==> config.mk <==
export PLATFORM = sky130hd
export DESIGN_NAME = ght_ctrl
export DESIGN_NICKNAME = d
export VERILOG_FILES = /design/src/rtl/core/ght_pkg.sv /design/src/rtl/core/ght_ctrl.sv
export SDC_FILE = /design/constraint.sdc
export NUM_CORES = 1
export LEC_CHECK = 0
export BUFFER_PORTS_ARGS = -buffer_cell sky130_fd_sc_hd__buf_2
export CAP_MARGIN = 5
export CORE_AREA = 4 4 41 43
export CTS_BUF_LIST = sky130_fd_sc_hd__clkbuf_8
export DETAILED_ROUTE_END_ITERATION = 16
export DIE_AREA = 0 0 45 47
export PLACE_DENSITY = 0.49
export SETUP_SLACK_MARGIN = 0.3
export SYNTH_ARGS = -nofsm -noshare
export SYNTH_HDL_FRONTEND = slang
export SYNTH_SLANG_ARGS = --single-unit
==> constraint.sdc <==
create_clock -name clk -period 1.5 [get_ports clk]
set_clock_uncertainty 0.05 [all_clocks]
set_input_delay 0.3 -clock clk [delete_from_list [all_inputs] [get_ports clk]]
set_output_delay 0.3 -clock clk [all_outputs]
set_load 0.02 [all_outputs]
==> src/rtl/core/ght_pkg.sv <==
// Shared constants, codes and types of the generational handle table.
`timescale 1ns / 1ps

package ght_pkg;

    // Table size and stored payload width.
    localparam int SLOT_COUNT   = 1024;
    localparam int PAYLOAD_BITS = 32;

    // Handle layout: kind in 31:24, generation in 23:12, slot plus one in 11:0.
    localparam int FIELD_W  = 12;
    localparam int GEN_W    = 12;
    localparam int KIND_W   = 8;
    localparam int HANDLE_W = KIND_W + GEN_W + FIELD_W;
    localparam logic [KIND_W-1:0]  KIND_VALUE = 8'd3;
    localparam logic [GEN_W-1:0]   GEN_LAST   = '1;
    localparam logic [FIELD_W-1:0] SLOT_LIMIT = FIELD_W'(SLOT_COUNT);

    // Result field widths.
    localparam int DATA_W  = 32;
    localparam int LIVE_W  = 11;
    localparam int COUNT_W = 32;

    // Slot index and free map geometry: the free map holds one bit per slot,
    // grouped in rows of ROW_BITS slots.
    localparam int SLOT_W    = $clog2(SLOT_COUNT);
    localparam int ROW_BITS  = 32;
    localparam int COL_W     = $clog2(ROW_BITS);
    localparam int ROW_COUNT = (SLOT_COUNT + ROW_BITS - 1) / ROW_BITS;
    localparam int ROW_W     = (ROW_COUNT > 1) ? $clog2(ROW_COUNT) : 1;
    localparam int IDX_W     = ROW_W + COL_W;

    // Request type codes.
    localparam logic [1:0] REQ_ALLOC   = 2'd0;
    localparam logic [1:0] REQ_LOOKUP  = 2'd1;
    localparam logic [1:0] REQ_RELEASE = 2'd2;

    // Result status codes.
    localparam logic [1:0] ST_OK     = 2'd0;
    localparam logic [1:0] ST_REJECT = 2'd1;
    localparam logic [1:0] ST_FULL   = 2'd2;

    // One slot entry as kept in the slot RAM.
    typedef struct packed {
        logic                    occupied;
        logic                    retired;
        logic [GEN_W-1:0]        generation;
        logic [PAYLOAD_BITS-1:0] payload;
    } entry_t;

    localparam int ENTRY_W = $bits(entry_t);

    // Sequencer states.
    typedef enum logic [2:0] {
        S_CLEAR,
        S_IDLE,
        S_DECODE,
        S_ALLOC_COL,
        S_ALLOC_WRITE,
        S_CHECK,
        S_RESULT
    } state_t;

    // Commands from the controller to the datapath.
    typedef struct packed {
        logic clear;
        logic capture;
        logic decode;
        logic alloc_col;
        logic alloc_write;
        logic check;
        logic emit;
    } ght_cmd_t;

    // Status from the datapath to the controller.
    typedef struct packed {
        logic clear_last;
        logic is_alloc;
        logic is_handle_req;
        logic full;
        logic static_ok;
        logic out_free;
    } ght_sts_t;

endpackage

==> src/rtl/core/ght_ctrl.sv <==
// Request sequencer of the generational handle table.
`timescale 1ns / 1ps

module ght_ctrl
    import ght_pkg::*;
(
    input  logic     clk,
    input  logic     rst_n,
    input  logic     in_valid,
    output logic     in_stall,
    input  ght_sts_t sts,
    output ght_cmd_t cmd
);

    state_t state_reg;
    state_t state_next;

    // State register.
    always_ff @(posedge clk or negedge rst_n)
    begin
        if (!rst_n)
        begin
            state_reg <= S_CLEAR;
        end
        else
        begin
            state_reg <= state_next;
        end
    end

    // Next state.
    always_comb
    begin
        state_next = state_reg;
        case (state_reg)
            S_CLEAR:
            begin
                if (sts.clear_last)
                begin
                    state_next = S_IDLE;
                end
            end
            S_IDLE:
            begin
                if (in_valid)
                begin
                    state_next = S_DECODE;
                end
            end
            S_DECODE:
            begin
                if (sts.is_alloc && !sts.full)
                begin
                    state_next = S_ALLOC_COL;
                end
                else if (sts.is_handle_req && sts.static_ok)
                begin
                    state_next = S_CHECK;
                end
                else
                begin
                    state_next = S_RESULT;
                end
            end
            S_ALLOC_COL:
            begin
                state_next = S_ALLOC_WRITE;
            end
            S_ALLOC_WRITE:
            begin
                state_next = S_RESULT;
            end
            S_CHECK:
            begin
                state_next = S_RESULT;
            end
            S_RESULT:
            begin
                if (sts.out_free)
                begin
                    state_next = S_IDLE;
                end
            end
            default:
            begin
                state_next = S_CLEAR;
            end
        endcase
    end

    // Commands for the datapath in each state.
    always_comb
    begin
        cmd = '0;
        in_stall = 1'b1;
        case (state_reg)
            S_CLEAR:
            begin
                cmd.clear = 1'b1;
            end
            S_IDLE:
            begin
                in_stall = 1'b0;
                cmd.capture = in_valid;
            end
            S_DECODE:
            begin
                cmd.decode = 1'b1;
            end
            S_ALLOC_COL:
            begin
                cmd.alloc_col = 1'b1;
            end
            S_ALLOC_WRITE:
            begin
                cmd.alloc_write = 1'b1;
            end
            S_CHECK:
            begin
                cmd.check = 1'b1;
            end
            S_RESULT:
            begin
                cmd.emit = sts.out_free;
            end
            default:
            begin
                cmd = '0;
            end
        endcase
    end

endmodule

# Word level (Yosys, flattened, before mapping)

Cells that the tools add are included.

Register bits after elaboration: 3
Latch bits: 0
Bits in writable memories: 0
ROM bits: 0
Input port bits: 9
Word-level logic and storage cells: 30
Memories kept: 0

Add/subtract/negate cells: 0
Multiply operators: 0
Div/mod/pow operators: 0
Order comparisons: 0
Eq/ne operators: 9
Shift operators: 0
Mux-type cells: 14
Bitwise operators: 0
Reduce and logical (&&, ||, !) cells: 6

Operators by type and width:

| operator           | count |
|---|---|
| $pmux 3 s6         | 1 |
| $mux 3             | 4 |
| $eq 3x3->1 const B | 3 |
| $mux 1             | 8 |
| $eq 3x2->1 const B | 2 |
| $ne 2x2->1 const B | 3 |
| $eq 3x1->1 const B | 1 |
| $logic_not 3->1    | 1 |
| $reduce_and 3->1   | 1 |
| $logic_and 1x1->1  | 2 |
| $mux 2             | 1 |
| $reduce_or 2->1    | 1 |
| $logic_not 1->1    | 1 |

# Logic depth before layout (Yosys ltp)

Gate-level depths: netlist of the first run.

Depth after elaboration: 4
Mapped depth: 4
Gate-level depth less buffers: 3

# Worst setup path after synthesis of the first run

No wires, ideal clock.

Kind: register to output
Start: reg state_reg[1]
End: out cmd[5] (netlist name)
Arrival: 1041 ps
Required time: 1150 ps
Setup slack: 109 ps
Stages on the path, launching flop included: 3
Path buffers: 1
Path through: dfrtp_1 > clkbuf_1 > nor3_1

RTL lines:

| item                   | line           | source |
|---|---|---|
| from (decl)            | ght_ctrl.sv:15 | `state_t state_reg;` |
| from (signal assigned) | ght_ctrl.sv:27 | `state_reg <= state_next;` |
| to (decl)              | ght_ctrl.sv:12 | `output ght_cmd_t cmd` |

==> impl_metrics.ini, run 1 <==
[placed_design]
dp_hpwl_microns = 520
post-place-ws_ns = 0.145
place_area_sq_um = 378
place.gp.congestion = 0.715
portBuffers = 16

[die]
die_w_microns = 45
core_region_area_sq_um = 1300
fp.dieArea_sq_um = 2120
die_h_microns = 47
row_count = 13
pin_count = 17
initial_core_util = 0.200

[clock_network]
cts_buffers = 3
cts_num_sinks = 3
cts_tree = built
h-tree-depth = 1
cts.clk_slew.worst_paths_ns = 0.03
clk_latency_ns = 0.21
cts_root_buf = clkbuf_8
ctsLongestPathBuffers = 2

[sta]
setup_viol = 0
hold_viol_final = 0
max-slew-margin-rel = 0.833
period_needed_ns = 1.49
worst_pin_slew_ns = 0.250
rsz0062_at_grt = true
hold_slack_ns = 0.315
period_share = 0.991
final_max_slew_viol_count = 0
fin_tns_setup_ns = 0
max_freq_mhz = 673
setup_slack_ns = 0.0134

[min_path]
min_path_cells = 3
min_from = sts[5]
hp-class = in -> reg
min_to = state_reg[0]$_DFFE_PN0P_

[setup_path]
cp_slowest_cell = dfrtp_1
worstSetupPathType = reg -> out
rr_worst_depth = 4
critPathMaxStageDelay_ns = 0.37
required_ns = 1.15
end_kind = output pin
rr_endpoint = state_reg[2]$_DFFE_PN0P_
crit_arrival_ns = 1.14
cp_cell_sequence = and2b_4 > and3_4 > buf_6
crit_path_max_fanout = 3
critPathLaunchType = flop
regToRegSetupSlack_ns = 0.26
reg2reg_from = state_reg[0]$_DFFE_PN0P_

[synthesis]
synth_nets = 41
netlist.top_cell.by_area = dfrtp_1
syn-instance-count = 32
synth_top_cell_area_share = 0.288
syn_area_sq_um = 260
avgSynthCellArea_sq_um = 8.13
synth_cell_types = 23
ys_ff_latch = 3
yosysWarningCount = 0
ys_seq_area_frac = 0.288
yosys-top-cells-area = dfrtp_1 (29%), nor2b_1 (4.8%), nor3b_2 (4.8%)

[power]
ir_drop_uv = 809
powerDensity_nw_per_um2 = 2120
p_leak_nw = 0.258

[global_routing]
antenna_found_initial = 0
grt_max_degree = 11
grt_overflow = 0
grt_first_pass_wirelength_microns = 1310
grt_pass1_vias = 309
grt_usage = 0.0879

[detailed_routing]
postRouteAntennaNets = 0
routedWlPerCell_microns = 11.7
drc = 0
first_pass_iters = 2
drtIter0Drc = 2
drt-vias-per-instance = 4.49
num_vias = 328
finalWirelength_microns = 857

[finish]
fin_area_sq_um = 549
final_core_util = 0.422
num_antenna_cells = 0
final_common_cell = buf_6
layout_common_cells = buf_6 (10), buf_2 (9), buf_4 (5)
syn_to_final_growth_pct = 111
largest_reg_flops = 3
nets = 68
fill_cells = 144
drive_gt1_frac = 0.655

[run_status]
status = complete, no violations

[flow_run]
maxCapViolCount = 0
## cell usage after synthesis
cell type,instances
dfrtp_1,3
nand2_1,3
a21oi_1,2
nor2b_1,2
nor3_1,2
o21ai_0,2
or2_0,2
a31oi_1,1
and2_1,1
and2b_4,1
and3_1,1
and3b_1,1
and3b_2,1
buf_2,1
buf_6,1
clkbuf_1,1
nand2b_1,1
nand3_1,1
nand3b_1,1
nor2_1,1
nor3b_2,1
o211ai_1,1
or3b_1,1
## routing by layer
| metal | track usage | vias to the layer above | wire [microns] |
|---|---|---|---|
| met4 | 0 | 0 | 25 |
| met5 | 0 | - | 0 |
| li1 | - | 163 | - |
| met3 | 0.0498 | 2 | 55 |
| met2 | 0.169 | 12 | 481 |
| met1 | 0.0870 | 151 | 294 |
## metrics by stage
stage          total power [mW]  instances
2_1_floorplan             0.566         32
3_3_place_gp              0.663         62
3_5_place_dp              0.654         62
4_1_cts                    1.01         70
5_1_grt                    1.24         73
6_report                   1.16         73
## cell type report
type,instances,area (sq um),area share
Timing Repair Buffer,25,205,0.374
Multi-Input combinational cell,26,203,0.369
Sequential cell,3,77.6,0.141
Clock buffer,3,41.3,0.0752
Tap cell,15,18.8,0.0342
Clock inverter,1,3.75,0.00683
## report_power, final
part	leakage, nW	total (mW)	switching [mW]	internal (mW)
logic	0.198	0.764	0.345	0.419
clock network	0.0269	0.226	0.0522	0.174
registers	0.0335	0.173	0.0461	0.127
total	0.258	1.16	0.443	0.720
## timing repair
| item | in CTS | in global routing |
|---|---|---|
| endpoints found under the hold margin | 3 | 0 |
| gates resized for setup | 12 | 13 |
| setup buffers | 3 | 3 |
| hold buffers | 1 | 0 |
| setup endpoints to repair | 9 | 11 |
| pin swaps | 2 | 3 |
## worst max path at each step
| stage | from | end | slack (ns) | depth (start not counted) |
|---|---|---|---|---|
| finish | state_reg[0]$_DFFE_PN0P_ | cmd[0] | 0.01 | 3 |
| global route | state_reg[2]$_DFFE_PN0P_ | cmd[5] | -0.04 | 3 |
| CTS | state_reg[2]$_DFFE_PN0P_ | cmd[0] | 0.02 | 3 |
| detailed placement | state_reg[2]$_DFFE_PN0P_ | cmd[0] | 0.15 | 3 |
| floorplan | state_reg[1]$_DFFE_PN0P_ | cmd[5] | 0.26 | 2 |
| global placement | state_reg[1]$_DFFE_PN0P_ | cmd[4] | 0.13 | 2 |
## logic make-up (layout without fill, tap and decap cells)
family	count (synthesis)	count (layout)	share of synthesized area
buffers and inverters	3	29	0.0769
AND/OR/NAND/NOR	20	20	0.505
flip-flops	3	3	0.288
AO/OA/AOI/OAI	6	6	0.130
## worst max-delay path: cells and delay by family, from the launching register on
| kind | cells | cell delay [ns] |
|---|---|---|
| and+or+nand+nor | 2 | 0.44 |
| buffers and inverters | 1 | 0.11 |
| DFF | 1 | 0.37 |
(Power assumes the default switching activity.)
==> run 2, diff against run 1 <==
ABC_AREA = 1   (was default)
PLACE_DENSITY = 0.5   (was 0.49)
==> impl_metrics.ini, run 2 <==
[global_routing]
grt_pass1_vias = 412
grt_overflow = 0
grt_max_degree = 8
grt_usage = 0.107
antenna_found_initial = 0
grt_first_pass_wirelength_microns = 1650

[synthesis]
yosys-top-cells-count = nand2_1 (10), inv_1 (7), nor2_1 (5), nand3_1 (4), dfrtp_1 (3)
postSynth.asyncResetShare = 1.00
yosys-top-cells-area = dfrtp_1 (27%), nand2_1 (14%), inv_1 (9.6%)
ys_seq_area_frac = 0.274
syn_area_sq_um = 274
synth_most_common_cell = nand2_1
ys_ff_latch = 3
syn-instance-count = 43
synth_nets = 52
avgSynthCellArea_sq_um = 6.37
netlist.top_cell.by_area = dfrtp_1
synth_top_cell_area_share = 0.274
synth_edf_count = 0
synth_ff_type = dfrtp_1
synth_cell_types = 16
yosysWarningCount = 0

[clock_network]
cts_root_buf = clkbuf_8
cts_buffers = 3
h-tree-depth = 1
cts_num_sinks = 3
clk_latency_ns = 0.21
cts_tree = built
cts.clk_slew.worst_paths_ns = 0.03
ctsLongestPathBuffers = 2

[power]
netSwitchingFraction = 0.441
internal-power_uw = 777
p_seq_frac = 0.166
powerDensity_nw_per_um2 = 2300
p_sw_uw = 614
combPwrFrac = 0.671
p_leak_nw = 0.329
p_clk_frac = 0.162
ir_drop_uv = 953

[detailed_routing]
drt-vias-per-instance = 4.31
first_pass_iters = 2
finalWirelength_microns = 990
routedWlPerCell_microns = 11.1
num_vias = 384
postRouteAntennaNets = 0
drtIter0Drc = 7
drc = 0

[flow_run]
maxCapViolCount = 0

[sta]
period_needed_ns = 1.45
max-slew-margin-rel = 0.875
fin_tns_setup_ns = 0
setup_viol = 0
max_freq_mhz = 690
setup_slack_ns = 0.0509
final_max_slew_viol_count = 0
worst_pin_slew_ns = 0.188
rsz0062_at_grt = true
hold_viol_final = 0
period_share = 0.966

[die]
die_h_microns = 47
row_count = 13
pin_count = 17
initial_core_util = 0.211
fp.dieArea_sq_um = 2120
die_w_microns = 45
core_region_area_sq_um = 1300

[finish]
num_antenna_cells = 0
drive_gt1_frac = 0.635
final_core_util = 0.464
largest_reg_flops = 3
finalNonFillerCells = 89
final_common_cell = buf_4
nets = 84
syn_to_final_growth_pct = 121
layout_common_cells = buf_4 (12), nand2_1 (9), buf_2 (9)

[placed_design]
dp_hpwl_microns = 575
portBuffers = 16
place.gp.congestion = 0.698
post-place-ws_ns = 0.205
placed_cells = 73

[run_status]
status = complete, no violations

[setup_path]
regToRegSetupSlack_ns = 0.23
crit_path_max_fanout = 6
critPathLaunchType = flop
required_ns = 1.15
crit_arrival_ns = 1.10
end_kind = output pin
worstSetupPathType = reg -> out

[min_path]
hp-class = in -> reg
[run 2: cells by family (layout without fill, tap and decap cells)]
kind of cell | Yosys count | in the layout | synth area share
buffers and inverters | 10 | 41 | 0.164
AOI/OAI and AO/OA | 4 | 4 | 0.0959
DFF | 3 | 3 | 0.274
and+or+nand+nor | 26 | 26 | 0.466
[run 2: worst paths after layout]
check | from | endpoint | cells past startpoint
min reg2reg | state_reg[2]$_DFFE_PN0P_ | state_reg[2]$_DFFE_PN0P_ | 2
max | state_reg[1]$_DFFE_PN0P_ | cmd[5] | 4
max in group asynchronous | rst_n | state_reg[0]$_DFFE_PN0P_ | 2
min | in_valid | state_reg[0]$_DFFE_PN0P_ | 3
min in group asynchronous | rst_n | state_reg[2]$_DFFE_PN0P_ | 2
max reg2reg | state_reg[1]$_DFFE_PN0P_ | state_reg[1]$_DFFE_PN0P_ | 7
[run 2: layout make-up]
cell class	count	area, sq um
repair buffers	28	221
clock inverters	1	3.75
fillers	146	697
multi-input cells	30	201
well taps	15	18.8
clock buffers	3	41.3
flip-flops and latches	3	78.8
inverters	9	38.8
[run 2: through the flow]
stage	total power [mW]	hold slack [ns]	instance area, sq um
floorplan	0.582	-0.0456	279
global placement	0.698	0.0477	367
detailed placement	0.695	0.0478	367
CTS	1.24	0.344	547
global route	1.51	0.373	604
finish	1.39	0.346	604
[run 2: routing by layer]
layer	global-route usage	wire length [microns]
met1	0.112	408
met2	0.186	525
met3	0.0307	56
met4	0.0702	0
met5	0	0
[run 2: critical path: stages (launching register included)]
cell and delay [ns]:
dfrtp_2 0.46, inv_2 0.10, nand3_4 0.10, nor2_4 0.09, buf_6 0.12
[run 2: timing repair]
item | CTS | global route
cloned | 0 | 0
endpoints found under the setup margin | 8 | 11
setup buffers | 8 | 3
pin swaps | 2 | 3
hold buffers | 1 | 0
gates resized for setup | 19 | 10
hold endpoints to repair | 3 | 0
[run 2: power groups by stage]
stage	Sequential [mW]	Combinational (mW)	Clock [mW]
2_1_floorplan	0.169	0.413	0
4_1_cts	0.205	0.803	0.236
6_report	0.231	0.934	0.226
3_3_place_gp	0.207	0.491	0
3_5_place_dp	0.208	0.486	0
5_1_grt	0.240	1.02	0.246
==> run 3, diff against run 2 <==
--- a/config.mk
+++ b/config.mk
@@ -14,2 +14,3 @@
 export DIE_AREA = 0 0 45 47
+export GPL_TIMING_DRIVEN = 1
 export PLACE_DENSITY = 0.5
==> constraint.sdc (replaced) <==
create_clock -name clk -period 1.5 [get_ports clk]
set_clock_uncertainty 0.05 [all_clocks]
set_input_delay 0.375 -clock clk [delete_from_list [all_inputs] [get_ports clk]]
set_output_delay 0.375 -clock clk [all_outputs]
set_load 0.02 [all_outputs]
==> impl_metrics.ini, run 3 (synthesis results as in run 2) <==
[run_status]
status = finished with violations
violations = negative setup slack

[global_routing]
grt_overflow = 0
grt_first_pass_wirelength_microns = 1620
grt_max_degree = 8
grt_usage = 0.110
antenna_found_initial = 0
grt_pass1_vias = 394

[sta]
max_freq_mhz = 651
setup_viol = 6
worst_pin_slew_ns = 0.175
final_max_slew_viol_count = 0
period_share = 1.02
setup_slack_ns = -0.0352
rsz0062_at_grt = true
max-slew-margin-rel = 0.883
hold_viol_final = 0
period_needed_ns = 1.54

[setup_path]
rr_worst_depth = 7
regToRegSetupSlack_ns = 0.27
critPathLaunchType = flop
critPathMaxStageDelay_ns = 0.45
cp_top_family = flip-flops
worstSetupPathType = reg -> out
reg2reg_from = state_reg[1]$_DFFE_PN0P_
cp_slowest_cell = dfrtp_2
end_kind = output pin
crit_path_max_fanout = 6
crit_arrival_ns = 1.11
path_buf_inv = 2
required_ns = 1.07
cp_cell_sequence = inv_1 > nand3_4 > nor2_4 > buf_4
rr_endpoint = state_reg[1]$_DFFE_PN0P_

[die]
die_w_microns = 45
fp.dieArea_sq_um = 2120
core_region_area_sq_um = 1300
initial_core_util = 0.211
row_count = 13
pin_count = 17
die_h_microns = 47

[placed_design]
portBuffers = 16
place_area_sq_um = 403
place.gp.congestion = 0.664
dp_hpwl_microns = 588

[finish]
largest_reg_flops = 3
final_core_util = 0.448
seq_area_sq_um = 77.6
layout_common_cells = nand2_1 (10), buf_4 (10), buf_2 (8)
fill_cells = 144
drive_gt1_frac = 0.606
nets = 81
fin_area_sq_um = 583
multiInputGateArea_sq_um = 213
syn_to_final_growth_pct = 113
num_antenna_cells = 0

[clock_network]
cts_num_sinks = 3
cts_tree = built
ctsLongestPathBuffers = 2
cts_buffers = 3
clk_latency_ns = 0.21
h-tree-depth = 1
cts.clk_slew.worst_paths_ns = 0.03
cts_root_buf = clkbuf_8

[power]
ir_drop_uv = 1020
p_leak_nw = 0.310
powerDensity_nw_per_um2 = 2290
total_power_mw = 1.34

[min_path]
hp-class = in -> async

[detailed_routing]
drtIter0Drc = 0
routedWlPerCell_microns = 11.1
first_pass_iters = 1
drc = 0
postRouteAntennaNets = 0
drt-vias-per-instance = 4.41
finalWirelength_microns = 954
num_vias = 379

[flow_run]
maxCapViolCount = 0
run 3: cell types whose count changed in the layout (fill, tap and decap cells not counted), sizes merged:
cell  change
buf       -3
run 3: through the flow:
| step | hold slack (ns) | TNS, ns | cells | setup slack, ns |
|---|---|---|---|---|
| 4_1_cts | 0.427 | -0.0886 | 86 | -0.0246 |
| 5_1_grt | 0.447 | -0.618 | 86 | -0.113 |
| 3_5_place_dp | 0.121 | 0 | 74 | 0.0829 |
| 3_3_place_gp | 0.122 | 0 | 74 | 0.0982 |
| 6_report | 0.436 | -0.135 | 86 | -0.0352 |
| 2_1_floorplan | 0.0294 | 0 | 43 | 0.207 |
run 3: timing repair:
| action | 4_1_cts | 5_1_grt |
|---|---|---|
| hold buffers | 1 | 0 |
| cloned | 0 | 0 |
| buffers inserted | 7 | 0 |
| resized for setup | 18 | 4 |
| hold endpoints to repair | 3 | 0 |
| setup endpoints to repair | 9 | 11 |
| pin swaps | 3 | 2 |
run 3: worst max path at each step:
| stage | start | end | slack, ns | cells past startpoint |
|---|---|---|---|---|
| after floorplan | state_reg[1]$_DFFE_PN0P_ | cmd[5] | 0.21 | 4 |
| after global placement | state_reg[1]$_DFFE_PN0P_ | cmd[0] | 0.1 | 3 |
| after detailed placement | state_reg[1]$_DFFE_PN0P_ | cmd[0] | 0.08 | 3 |
| after CTS | state_reg[1]$_DFFE_PN0P_ | cmd[0] | -0.02 | 4 |
| after global routing | state_reg[1]$_DFFE_PN0P_ | cmd[6] | -0.11 | 4 |
| final | state_reg[1]$_DFFE_PN0P_ | cmd[5] | -0.04 | 4 |
run 3: cell type report:
class | count | area share
repair buffers | 25 | 0.330
inverters | 9 | 0.0622
well taps | 15 | 0.0322
multi-input cells | 30 | 0.365
clock inverters | 1 | 0.00644
flip-flops and latches | 3 | 0.133
clock buffers | 3 | 0.0708
run 3: report_power, final:
part	leakage, nW	total (mW)	switching [mW]	internal, mW
combinational	0.249	0.903	0.482	0.421
clock	0.0269	0.227	0.0528	0.174
sequential	0.0342	0.205	0.0746	0.131
run 3: worst reg2reg max path: stages (launching register included):
cell and delay (ns):
dfrtp_2 0.45, buf_6 0.15, buf_4 0.13, nand4_2 0.11, nand2_1 0.08, nor2_1 0.09, nand2_1 0.05, nand2_1 0.06
run 3: routing by layer:
layer | share of wire | GRT usage
met1 | 0.32 | 0.0979
met4 | 0.035 | 0.129
met5 | 0 | 0
met3 | 0.051 | 0.0268
met2 | 0.59 | 0.189
